[src/rtl/core/htfd_pkg.sv]
// Shared types and constants for the humidity and temperature frame decoder.
package htfd_pkg;

  // One received beat: a readout byte and the frame start marker.
  typedef struct packed {
    logic [7:0] rx_byte;
    logic       frame_start;
  } htfd_in_t;

  // One decoded result beat.
  typedef struct packed {
    logic signed [11:0] temp_tenths;
    logic [9:0]         humidity_tenths;
    logic               crc_error;
  } htfd_out_t;

  // Raw words of a completed frame, handed from the frame tracker to the scaler.
  typedef struct packed {
    logic        good;
    logic [15:0] temp_raw;
    logic [15:0] hum_raw;
  } htfd_frame_t;

  // Byte positions inside one six-byte readout.
  localparam logic [2:0] POS_T_HI  = 3'd0;
  localparam logic [2:0] POS_T_LO  = 3'd1;
  localparam logic [2:0] POS_T_CRC = 3'd2;
  localparam logic [2:0] POS_H_HI  = 3'd3;
  localparam logic [2:0] POS_H_LO  = 3'd4;
  localparam logic [2:0] POS_H_CRC = 3'd5;

  // CRC-8 settings.
  localparam logic [7:0] CRC_INIT = 8'hFF;
  localparam logic [7:0] CRC_POLY = 8'h31;

  // Conversion constants.
  localparam logic [10:0] TEMP_SCALE  = 11'd1750;
  localparam logic [9:0]  HUM_SCALE   = 10'd1000;
  localparam logic [15:0] ROUND_HALF  = 16'd32767;
  localparam logic [16:0] FULL_SCALE  = 17'd65535;
  localparam logic signed [11:0] TEMP_OFFSET = 12'sd450;

endpackage

[src/rtl/core/humidity_temp_frame_decoder_unit.sv]
// Top level of the CRC-checked humidity and temperature frame decoder.
// This block takes the six readout bytes of a humidity and temperature sensor,
// one byte per input beat, in the order temperature high, temperature low,
// temperature CRC, humidity high, humidity low, humidity CRC. Each CRC byte
// is checked against the CRC-8 (polynomial 0x31, seed 0xFF, MSB first) of the
// two bytes before it. After the sixth byte one result beat comes out with the
// temperature in tenths of a degree Celsius, the relative humidity in tenths
// of a percent and a CRC error flag; both values read zero when either check
// fails. A byte with frame_start set always counts as the first byte of a new
// frame and drops any partial frame; without it, frames may follow each other
// directly. Input bytes land in an input register; logic behind it updates the
// frame state and, on the sixth byte, scales the raw words into the output
// register. The block accepts one byte per cycle unless the input side stalls,
// and an accepted sixth byte passes from the input register into the output
// register as its result beat. The input side stalls only when a sixth byte
// waits in the input register while an earlier result is still held by a stalled output.
module humidity_temp_frame_decoder_unit
  import htfd_pkg::*;
(
  input  logic      clk,
  input  logic      rst_n,
  input  logic      in_valid,
  output logic      in_stall,
  input  htfd_in_t  in_data,
  output logic      out_valid,
  input  logic      out_stall,
  output htfd_out_t out_data
);

  // Input register.
  logic     s1_valid_r, s1_valid_nxt;
  htfd_in_t s1_data_r;

  // Output register.
  logic      out_valid_r, out_valid_nxt;
  htfd_out_t out_data_r;

  logic        in_take;
  logic        out_free;
  logic        s1_go;
  logic        emit;
  htfd_frame_t frame;
  htfd_out_t   scaled;

  htfd_frame u_frame (
    .clk   (clk),
    .rst_n (rst_n),
    .step  (s1_go),
    .beat  (s1_data_r),
    .emit  (emit),
    .done  (frame)
  );

  htfd_scale u_scale (
    .frame  (frame),
    .result (scaled)
  );

  // The output register can take a new result when empty or being drained.
  assign out_free = !out_valid_r || !out_stall;

  // A byte that produces no result always moves on; the sixth byte needs room.
  assign s1_go    = s1_valid_r && (!emit || out_free);
  assign in_stall = s1_valid_r && !s1_go;
  assign in_take  = in_valid && !in_stall;

  always_comb begin
    s1_valid_nxt = s1_valid_r;
    if (in_take) begin
      s1_valid_nxt = 1'b1;
    end else if (s1_go) begin
      s1_valid_nxt = 1'b0;
    end
  end

  always_comb begin
    out_valid_nxt = out_valid_r;
    if (s1_go && emit) begin
      out_valid_nxt = 1'b1;
    end else if (out_valid_r && !out_stall) begin
      out_valid_nxt = 1'b0;
    end
  end

  always_ff @(posedge clk) begin
    if (!rst_n) begin
      s1_valid_r  <= 1'b0;
      out_valid_r <= 1'b0;
    end else begin
      s1_valid_r  <= s1_valid_nxt;
      out_valid_r <= out_valid_nxt;
    end
  end

  // Payload registers load without reset.
  always_ff @(posedge clk) begin
    if (in_take) begin
      s1_data_r <= in_data;
    end
    if (s1_go && emit) begin
      out_data_r <= scaled;
    end
  end

  assign out_valid = out_valid_r;
  assign out_data  = out_data_r;

  // A failed check must zero both readings.
  a_err_zero: assert property (@(posedge clk) disable iff (!rst_n)
    out_valid_r && out_data_r.crc_error |->
      (out_data_r.temp_tenths == 12'sd0) && (out_data_r.humidity_tenths == 10'd0))
    else $error("crc error result carries nonzero readings");

  // Good results stay within the sensor range.
  a_range: assert property (@(posedge clk) disable iff (!rst_n)
    out_valid_r && !out_data_r.crc_error |->
      (out_data_r.temp_tenths >= -12'sd450) && (out_data_r.temp_tenths <= 12'sd1300) &&
      (out_data_r.humidity_tenths <= 10'd1000))
    else $error("decoded reading out of range");

  // The input side stalls only for a held sixth byte facing a blocked output.
  a_stall_cause: assert property (@(posedge clk) disable iff (!rst_n)
    in_stall |-> s1_valid_r && emit && out_valid_r && out_stall)
    else $error("input stalled without cause");

  // A sixth byte leaving the input register shows up as a result beat.
  a_emit_load: assert property (@(posedge clk) disable iff (!rst_n)
    s1_go && emit |=> out_valid_r)
    else $error("result beat lost");

endmodule

[src/rtl/core/htfd_crc8.sv]
// Byte-wide CRC-8 update, polynomial 0x31, MSB first.
module htfd_crc8
  import htfd_pkg::*;
(
  input  logic [7:0] crc_in,
  input  logic [7:0] data_in,
  output logic [7:0] crc_out
);

  always_comb begin
    logic [7:0] c;
    c = crc_in ^ data_in;
    for (int k = 0; k < 8; k++) begin
      if (c[7]) begin
        c = {c[6:0], 1'b0} ^ CRC_POLY;
      end else begin
        c = {c[6:0], 1'b0};
      end
    end
    crc_out = c;
  end

endmodule

[src/rtl/core/htfd_frame.sv]
// Frame position tracking, CRC accumulation and raw word capture.
module htfd_frame
  import htfd_pkg::*;
(
  input  logic        clk,
  input  logic        rst_n,
  input  logic        step,
  input  htfd_in_t    beat,
  output logic        emit,
  output htfd_frame_t done
);

  logic [2:0]  pos_r, pos_nxt;
  logic [7:0]  crc_r, crc_nxt;
  logic [15:0] temp_raw_r, temp_raw_nxt;
  logic        temp_good_r, temp_good_nxt;
  logic [7:0]  hum_hi_r, hum_hi_nxt;
  logic [7:0]  hum_lo_r, hum_lo_nxt;

  logic [2:0]  pos_cur;
  logic [7:0]  crc_seed;
  logic [7:0]  crc_upd;

  // A start marker forces byte zero; positions past the end restart the frame.
  always_comb begin
    if (beat.frame_start || pos_r > POS_H_CRC) begin
      pos_cur = POS_T_HI;
    end else begin
      pos_cur = pos_r;
    end
  end

  always_comb begin
    if (pos_cur inside {POS_T_HI, POS_H_HI}) begin
      crc_seed = CRC_INIT;
    end else begin
      crc_seed = crc_r;
    end
  end

  htfd_crc8 u_crc (
    .crc_in  (crc_seed),
    .data_in (beat.rx_byte),
    .crc_out (crc_upd)
  );

  assign emit      = (pos_cur == POS_H_CRC);
  assign done.good = temp_good_r && (crc_r == beat.rx_byte);
  assign done.temp_raw = temp_raw_r;
  assign done.hum_raw  = {hum_hi_r, hum_lo_r};

  always_comb begin
    pos_nxt       = pos_r;
    crc_nxt       = crc_r;
    temp_raw_nxt  = temp_raw_r;
    temp_good_nxt = temp_good_r;
    hum_hi_nxt    = hum_hi_r;
    hum_lo_nxt    = hum_lo_r;
    if (step) begin
      pos_nxt = (pos_cur >= POS_H_CRC) ? POS_T_HI : pos_cur + 3'd1;
      case (pos_cur)
        POS_T_HI: begin
          crc_nxt      = crc_upd;
          temp_raw_nxt = {beat.rx_byte, 8'd0};
        end
        POS_T_LO: begin
          crc_nxt      = crc_upd;
          temp_raw_nxt = {temp_raw_r[15:8], beat.rx_byte};
        end
        POS_T_CRC: begin
          temp_good_nxt = (crc_r == beat.rx_byte);
          crc_nxt       = CRC_INIT;
        end
        POS_H_HI: begin
          crc_nxt    = crc_upd;
          hum_hi_nxt = beat.rx_byte;
        end
        POS_H_LO: begin
          crc_nxt    = crc_upd;
          hum_lo_nxt = beat.rx_byte;
        end
        default: begin
          crc_nxt = CRC_INIT;
        end
      endcase
    end
  end

  always_ff @(posedge clk) begin
    if (!rst_n) begin
      pos_r       <= POS_T_HI;
      crc_r       <= CRC_INIT;
      temp_raw_r  <= 16'd0;
      temp_good_r <= 1'b0;
      hum_hi_r    <= 8'd0;
      hum_lo_r    <= 8'd0;
    end else begin
      pos_r       <= pos_nxt;
      crc_r       <= crc_nxt;
      temp_raw_r  <= temp_raw_nxt;
      temp_good_r <= temp_good_nxt;
      hum_hi_r    <= hum_hi_nxt;
      hum_lo_r    <= hum_lo_nxt;
    end
  end

endmodule

[src/rtl/core/htfd_scale.sv]
// Conversion of raw words to tenths of a degree and tenths of a percent.
module htfd_scale
  import htfd_pkg::*;
(
  input  htfd_frame_t frame,
  output htfd_out_t   result
);

  // Division by 65535: with x = a*65536 + b, x = a*65535 + (a + b), and a + b
  // stays below twice the divisor, so one compare finishes the quotient.
  logic [26:0] t_prod;
  logic [16:0] t_rem;
  logic [10:0] t_quot;
  logic [25:0] h_prod;
  logic [16:0] h_rem;
  logic [9:0]  h_quot;

  always_comb begin
    t_prod = TEMP_SCALE * frame.temp_raw + {11'd0, ROUND_HALF};
    t_rem  = {6'd0, t_prod[26:16]} + {1'b0, t_prod[15:0]};
    t_quot = t_prod[26:16] + {10'd0, (t_rem >= FULL_SCALE)};

    h_prod = HUM_SCALE * frame.hum_raw + {10'd0, ROUND_HALF};
    h_rem  = {7'd0, h_prod[25:16]} + {1'b0, h_prod[15:0]};
    h_quot = h_prod[25:16] + {9'd0, (h_rem >= FULL_SCALE)};

    if (frame.good) begin
      result.temp_tenths     = $signed({1'b0, t_quot}) - TEMP_OFFSET;
      result.humidity_tenths = h_quot;
      result.crc_error       = 1'b0;
    end else begin
      result.temp_tenths     = 12'sd0;
      result.humidity_tenths = 10'd0;
      result.crc_error       = 1'b1;
    end
  end

endmodule
[config.mk]
export PLATFORM = sky130hd
export DESIGN_NAME = humidity_temp_frame_decoder_unit
export DESIGN_NICKNAME = d
export VERILOG_FILES = /design/src/rtl/core/htfd_pkg.sv /design/src/rtl/core/humidity_temp_frame_decoder_unit.sv /design/src/rtl/core/htfd_crc8.sv /design/src/rtl/core/htfd_frame.sv /design/src/rtl/core/htfd_scale.sv
export SDC_FILE = /design/constraint.sdc
export NUM_CORES = 1
export LEC_CHECK = 0
export ABC_CLOCK_PERIOD_IN_PS = 11550
export BUFFER_PORTS_ARGS = -buffer_cell sky130_fd_sc_hd__buf_2
export CAP_MARGIN = 20
export CORE_MARGIN = 2
export CORE_UTILIZATION = 35
export CTS_BUF_LIST = sky130_fd_sc_hd__clkbuf_8
export CTS_CLUSTER_DIAMETER = 100
export CTS_CLUSTER_SIZE = 8
export DETAILED_ROUTE_END_ITERATION = 8
export GPL_ROUTABILITY_DRIVEN = 0
export HOLD_SLACK_MARGIN = 0.1
export PLACE_DENSITY = 0.53
export SLEW_MARGIN = 15
export SYNTH_ARGS = -nofsm -noshare
export SYNTH_HDL_FRONTEND = slang
export SYNTH_SLANG_ARGS = --single-unit
[constraint.sdc]
create_clock -name clk -period 11.55 [get_ports clk]
set_clock_uncertainty 0.2 [all_clocks]
set_input_delay 2.31 -clock clk [delete_from_list [all_inputs] [get_ports clk]]
set_output_delay 2.31 -clock clk [all_outputs]
set_load 0.05 [all_outputs]
==> impl_metrics.json, run 1 <==
{
  "cpMostUsedCell": "ha_1",
  "cp_top_family": "adder cells",
  "synth.most_common_cell": "ha_1",
  "synth_top_area_share_pct": 17.8,
  "period_share_pct": 92.0,
  "num_vias": 10000,
  "drt-total-wl_um": 29900,
  "drt_iter0_markers": 472,
  "die_w_um": 196,
  "fillers": 3662,
  "viasPerCell": 5.20,
  "grt_max_degree": 47,
  "path_class": "flip-flop to flip-flop",
  "first_pass_iters": 4,
  "multi_input_comb_area_mm2": 0.0102,
  "drv_slew": 0,
  "post-cts-setup-buffer-count": 0,
  "status": "completed",
  "cp-end-kind": "flip-flop",
  "root_buffer": "clkbuf_8",
  "cts_max_level": 3,
  "grt_usage_pct": 16.1,
  "clock.fmax_mhz": 94.1,
  "max_stage_delay_ns": 0.61,
  "std_cell_rows": 70,
  "dp_hpwl_um": 25400,
  "crit_required_ns": 11.47,
  "ir_worst_vdd_v": 0.0000647,
  "dieHeight_um": 196,
  "hold_violations": 0,
  "fin_nets": 1752,
  "cts_sinks": 78,
  "hold_path_class": "flip-flop to flip-flop",
  "cp-start-kind": "flip-flop",
  "async_flop_share_pct": 0,
  "cts_buffers": 9,
  "netlist_instances": 1438,
  "rsz0062_at_grt": "no",
  "power.density_mw_per_mm2": 88.3,
  "place_ws_ns": 0.773,
  "cp_slowest_cell": "or4b_2",
  "hold_depth": 2,
  "ios": 38,
  "synth_nets": 1737,
  "drtAntennaViolNets": 0,
  "tightest_slew_ns": 0.938,
  "grt-ovfl-total": 0,
  "fin_ws_ns": 0.924,
  "drive_gt1_share_pct": 6.52,
  "clk_pin_slew_ns": 0.10,
  "synth_area_mm2": 0.0129,
  "grt_pass1_vias": 9971,
  "insertion_delay_ns": 0.39,
  "cts_tree": "done",
  "clockBufferDepth": 2,
  "synth_area_leaders": "fa_1 18%, ha_1 17%, edfxtp_1 7.5%, dfxtp_1 7.2%, xnor2_1 6.5%",
  "slew-limit-headroom_pct": 37.0,
  "critPathMaxFanout": 7,
  "yosys.area.top_type": "fa_1",
  "remaining_drc_errors": 0,
  "worst_ep_arrival_time_ns": 10.55,
  "power_leakage_nw": 6.48,
  "avgSynthCellArea_um2": 8.94,
  "synth-edff-count": 32,
  "max_cap_violations": 0,
  "synth_cell_types": 91,
  "initial_core_util_pct": 35.4,
  "yosys_warnings": 0,
  "wl_per_cell_um": 15.5,
  "yosysSeqAreaShare_pct": 14.6,
  "reg2regPathDepth": 35,
  "portBuffers": 37,
  "finalSetupViolCount": 0,
  "dieArea_mm2": 0.0383,
  "synthTopCellsByCount": "172 x ha_1, 169 x inv_1, 114 x fa_1",
  "antenna_found_initial": 0,
  "synthFlopType": "dfxtp_1",
  "syn2layout_area_growth_pct": 6.79,
  "min_period_ns": 10.63,
  "ys_ff_latch": 78,
  "cp.depth": 35,
  "tns_ns": 0,
  "grt_pass1_wl_um": 50500,
  "core_area_mm2": 0.0363,
  "path_buf_inv": 4,
  "seq_area_mm2": 0.00188
}
## metal layers
metal	routed length (µm)	vias up	track usage (%)
met5	0	-	0
met4	499	0	3.40
met3	778	30	1.94
met2	13100	149	25.3
met1	15500	4756	23.7
li1	-	5092	-
## kinds of logic after synthesis
kind of cell	count (synthesis)	synth area share, %
adder cells (fa/ha/maj)	286	34.5
XOR/XNOR	138	9.75
AND/OR/NAND/NOR	420	17.8
buffers and inverters	206	6.10
flip-flops	78	14.6
multiplexers	28	2.19
AO/OA/AOI/OAI	282	15.0
## flip-flops by register name, indices dropped and copies added (netlist names), 3 cells and up
name,flops
u_frame.hum_lo_r,8
u_frame.pos_r,3
out_data,23
u_frame.temp_raw_r,16
u_frame.crc_r,8
u_frame.hum_hi_r,8
s1_data_r,9
## where the power goes
| part | internal [mW] | total (mW) | switching (mW) |
|---|---|---|---|
| registers | 0.293 | 0.310 | 0.0171 |
| logic | 0.266 | 0.676 | 0.409 |
| clock network | 0.105 | 0.226 | 0.121 |
| total | 0.664 | 1.21 | 0.548 |
## worst register-to-register path: cells and delay by family, from the launching register on
kind,cells,cell delay [ns]
compound gates,10,2.22
simple gates,10,2.90
fa+ha+maj,8,3.26
flops,1,0.47
xor+xnor,3,0.92
buf+inv,4,0.36
## layout by cell type (no fill, tap or decap), types with 13 or more instances in the layout
cell / count
ha_1: 172
or3_1: 13
xor2_1: 37
a211oi_1: 14
o22ai_1: 14
nor4_1: 17
nand4_1: 18
a21oi_1: 69
edfxtp_1: 32
buf_2: 37
nand2_1: 82
nor3_1: 37
and3_1: 19
o21ai_0: 45
dfxtp_1: 46
nand3_1: 39
mux2i_1: 27
nand2b_1: 18
fa_1: 114
inv_1: 169
xnor2_1: 96
nor2_1: 77
nor2b_1: 35
a31oi_1: 16
a21o_1: 16
## metrics by stage
step	hold slack (ns)	util, %	area (µm²)	power [mW]	instances
2_1_floorplan	0.270	-	12900	0.847	1438
4_1_cts	0.318	37.7	13700	1.22	1925
3_3_place_gp	0.298	37.1	13500	0.984	1909
6_report	0.309	37.8	13700	1.21	1927
3_5_place_dp	0.294	37.1	13500	0.986	1909
5_1_grt	0.363	37.8	13700	1.32	1926
## area by class of cell
type / instances / area share, %
Sequential cell: 78 / 13.7
Clock inverter: 7 / 0.638
Tap cell: 468 / 4.27
Inverter: 170 / 4.65
Timing Repair Buffer: 40 / 1.49
Multi-Input combinational cell: 1154 / 74.3
Clock buffer: 9 / 0.902
Antenna cell: 1 / 0.0182
## final timing paths
check,startpoint,endpoint,slack [ns]
worst min-delay path,out_valid,out_valid,0.31
worst min register to register,out_valid,out_valid,0.31
worst max register to register,u_frame.temp_raw_r[1],out_data[21],0.92
worst max-delay path,u_frame.temp_raw_r[1],out_data[21],0.92
## timing repair
| action | 4_1_cts | 5_1_grt |
|---|---|---|
| resized for setup | 0 | 3 |
| setup endpoints to repair | 0 | 6 |
| hold buffers | 0 | 0 |
Power figures use the tool's default switching activity.
==> run 2, diff against run 1 <==
SYNTH_HIERARCHICAL = 1   (was not set)
==> run 2 against run 1 <==
Final area is 1.5% higher. Worst hold slack worse by 0.044 ns. Critical endpoint is now out_data[20]. Utilization grew 0.20 points. Register-to-register slack worse by 0.23 ns. Clock power decreased by 9.3%. Routed wire length grew 1.7%. Critical path type unchanged. Synthesized area grew 1.8%. First-iteration DRC count up 5.5%. Highest routed layer unchanged. Die area grew 1.7%. Combinational power fell by 20%.
==> impl_metrics.json, run 2 <==
{
  "status": "completed",
  "core_area_mm2": 0.0367,
  "tightest_slew_ns": 0.842,
  "max_cap_violations": 0,
  "fin_cells": 1934,
  "cts_max_level": 3,
  "slew-limit-headroom_pct": 43.1,
  "final_common_cell": "inv_1",
  "hold_path_class": "flip-flop to flip-flop",
  "power.density_mw_per_mm2": 75.7,
  "min_period_ns": 10.86,
  "hold_violations": 0,
  "viasPerCell": 5.20,
  "finalSetupViolCount": 0,
  "synth_cell_types": 95,
  "yosysSeqAreaShare_pct": 14.4,
  "critPathMaxFanout": 9,
  "power_leakage_nw": 6.47,
  "path_class": "flip-flop to flip-flop",
  "hold_depth": 2,
  "synthTopCellsByCount": "204 x inv_1, 172 x ha_1, 114 x fa_1",
  "clk_pin_slew_ns": 0.09,
  "drv_slew": 0,
  "yosys_warnings": 6,
  "clock.fmax_mhz": 92.1,
  "grt_pass1_vias": 9832,
  "dieArea_mm2": 0.0389,
  "synth_area_leaders": "fa_1 17%, ha_1 16%, edfxtp_1 7.3%, dfxtp_1 7.0%, inv_1 5.9%",
  "yosys.area.top_type": "fa_1",
  "dieHeight_um": 197,
  "insertion_delay_ns": 0.40,
  "cts_buffers": 9,
  "largest_register_ffs": 23,
  "final_cell_mix": "204 x inv_1, 172 x ha_1, 114 x fa_1, 68 x xnor2_1, 67 x a21oi_1",
  "ios": 38,
  "drive_gt1_share_pct": 8.53,
  "fin_nets": 1760,
  "reg2regPathDepth": 42,
  "antenna_found_initial": 1,
  "cp_top_family": "adder cells",
  "worst_ep_arrival_time_ns": 10.79,
  "synth_nets": 1738,
  "wl_per_cell_um": 15.7,
  "comb_power_share_pct": 51.2,
  "max_stage_delay_ns": 0.55,
  "path_buf_inv": 7,
  "grt_usage_pct": 15.9,
  "drt_iter0_markers": 498,
  "cp_slowest_cell": "dfxtp_1",
  "async_flop_share_pct": 0,
  "rsz0062_at_grt": "no",
  "initial_core_util_pct": 35.6,
  "cp.depth": 42,
  "drtAntennaViolNets": 0,
  "cts_tree": "done",
  "synth_area_mm2": 0.0131,
  "cpMostUsedCell": "inv_1",
  "crit_required_ns": 11.48,
  "syn2layout_area_growth_pct": 6.52,
  "switching_share_pct": 43.3,
  "remaining_drc_errors": 0,
  "cp-start-kind": "flip-flop",
  "grt-ovfl-total": 0,
  "grt_pass1_wl_um": 50100,
  "synthFlopType": "dfxtp_1",
  "grt_max_degree": 48,
  "clockBufferDepth": 2,
  "dp_hpwl_um": 25500,
  "ir_worst_vdd_v": 0.0000857,
  "post-place-cells": 1915,
  "power_frac_seq_pct": 29.3,
  "period_share_pct": 94.0,
  "std_cell_rows": 70,
  "synth-edff-count": 32,
  "ys_ff_latch": 78,
  "first_pass_iters": 5,
  "num_antenna_cells": 0,
  "p_int_mw": 0.598,
  "p_sw_mw": 0.457,
  "fillers": 3735,
  "portBuffers": 37,
  "synth.most_common_cell": "inv_1",
  "num_vias": 10100,
  "tns_ns": 0,
  "drt-total-wl_um": 30400,
  "avgSynthCellArea_um2": 9.09,
  "clock_power_share_pct": 19.5,
  "cp-end-kind": "flip-flop",
  "synth_top_area_share_pct": 17.4,
  "die_w_um": 197,
  "root_buffer": "clkbuf_8",
  "cts_sinks": 78,
  "netlist_instances": 1439
}
## run 2: changes by cell type after synthesis, sizes merged, moves of 9 or more
cell and change:
clkbuf -9, inv +34, nand2 -22, nor2 -10, nor3 -13, o2111ai +10, o21a +9, o22ai -11
xnor2 -23, xor2 +11
## run 2: kinds of logic after synthesis
| kind of cell | after synthesis | share of synthesized area, % |
|---|---|---|
| AOI/OAI and AO/OA | 305 | 17.0 |
| xor gates and xnor gates | 126 | 9.18 |
| adders and majority gates | 286 | 33.9 |
| buffers and inverters | 238 | 7.14 |
| DFF | 78 | 14.4 |
| muxes | 24 | 1.86 |
| and+or+nand+nor | 382 | 16.5 |
## run 2: path summary, 6_finish.rpt
check	startpoint	to	slack (ns)
setup reg to reg	u_frame/temp_raw_r[0]	out_data[20]	0.69
hold / removal	u_frame/temp_good_r	u_frame/temp_good_r	0.26
setup / recovery	u_frame/temp_raw_r[0]	out_data[20]	0.69
hold reg to reg	u_frame/temp_good_r	u_frame/temp_good_r	0.26
## run 2: layer usage
| layer | track usage, % | share of wire (%) | wire [µm] |
|---|---|---|---|
| met5 | 0 | 0 | 0 |
| met1 | 23.2 | 52 | 15900 |
| met2 | 25.1 | 44 | 13400 |
| met3 | 2.22 | 2.9 | 884 |
| met4 | 3.31 | 0.96 | 291 |
## run 2: layout make-up
type | instances | area, µm² | share of cell area, %
multi-input combinational | 1123 | 10300 | 73.7
clock inverter | 7 | 63.8 | 0.458
inverter | 205 | 769 | 5.52
tap | 468 | 586 | 4.20
sequential | 78 | 1880 | 13.5
timing repair buffer | 44 | 234 | 1.68
clock buffer | 9 | 124 | 0.889
## run 2: repair_timing
item	4_1_cts	5_1_grt
resized for setup	0	1
buffers inserted	0	2
setup endpoints to repair	0	2
hold buffers	0	0
## run 2: metrics by stage
stage	hold slack, ns	setup WS (ns)	utilization, %	power [mW]	instance area [µm²]
2_1_floorplan	0.231	2.04	-	0.745	13100
3_3_place_gp	0.246	1.00	37.4	0.852	13700
3_5_place_dp	0.260	0.781	37.4	0.856	13700
4_1_cts	0.269	0.718	37.9	1.07	13900
5_1_grt	0.294	0.00789	38.0	1.14	13900
6_report	0.265	0.694	38.0	1.06	13900
## run 2: power by group through the flow
stage          combinational [mW]  clock, mW  sequential [mW]
3_5_place_dp                0.540          0            0.316
3_3_place_gp                0.536          0            0.316
5_1_grt                     0.609      0.224            0.311
6_report                    0.541      0.205            0.309
2_1_floorplan               0.437          0            0.308
4_1_cts                     0.542      0.216            0.310
## run 2: worst register-to-register path: cells and delay by family, from the launching register on
family / cells / cell delay [ns]
XOR/XNOR: 4 / 0.89
buffers and inverters: 7 / 0.61
AO/OA/AOI/OAI: 13 / 2.69
flip-flops: 1 / 0.55
AND/OR/NAND/NOR: 10 / 2.24
adder cells (fa/ha/maj): 8 / 3.40
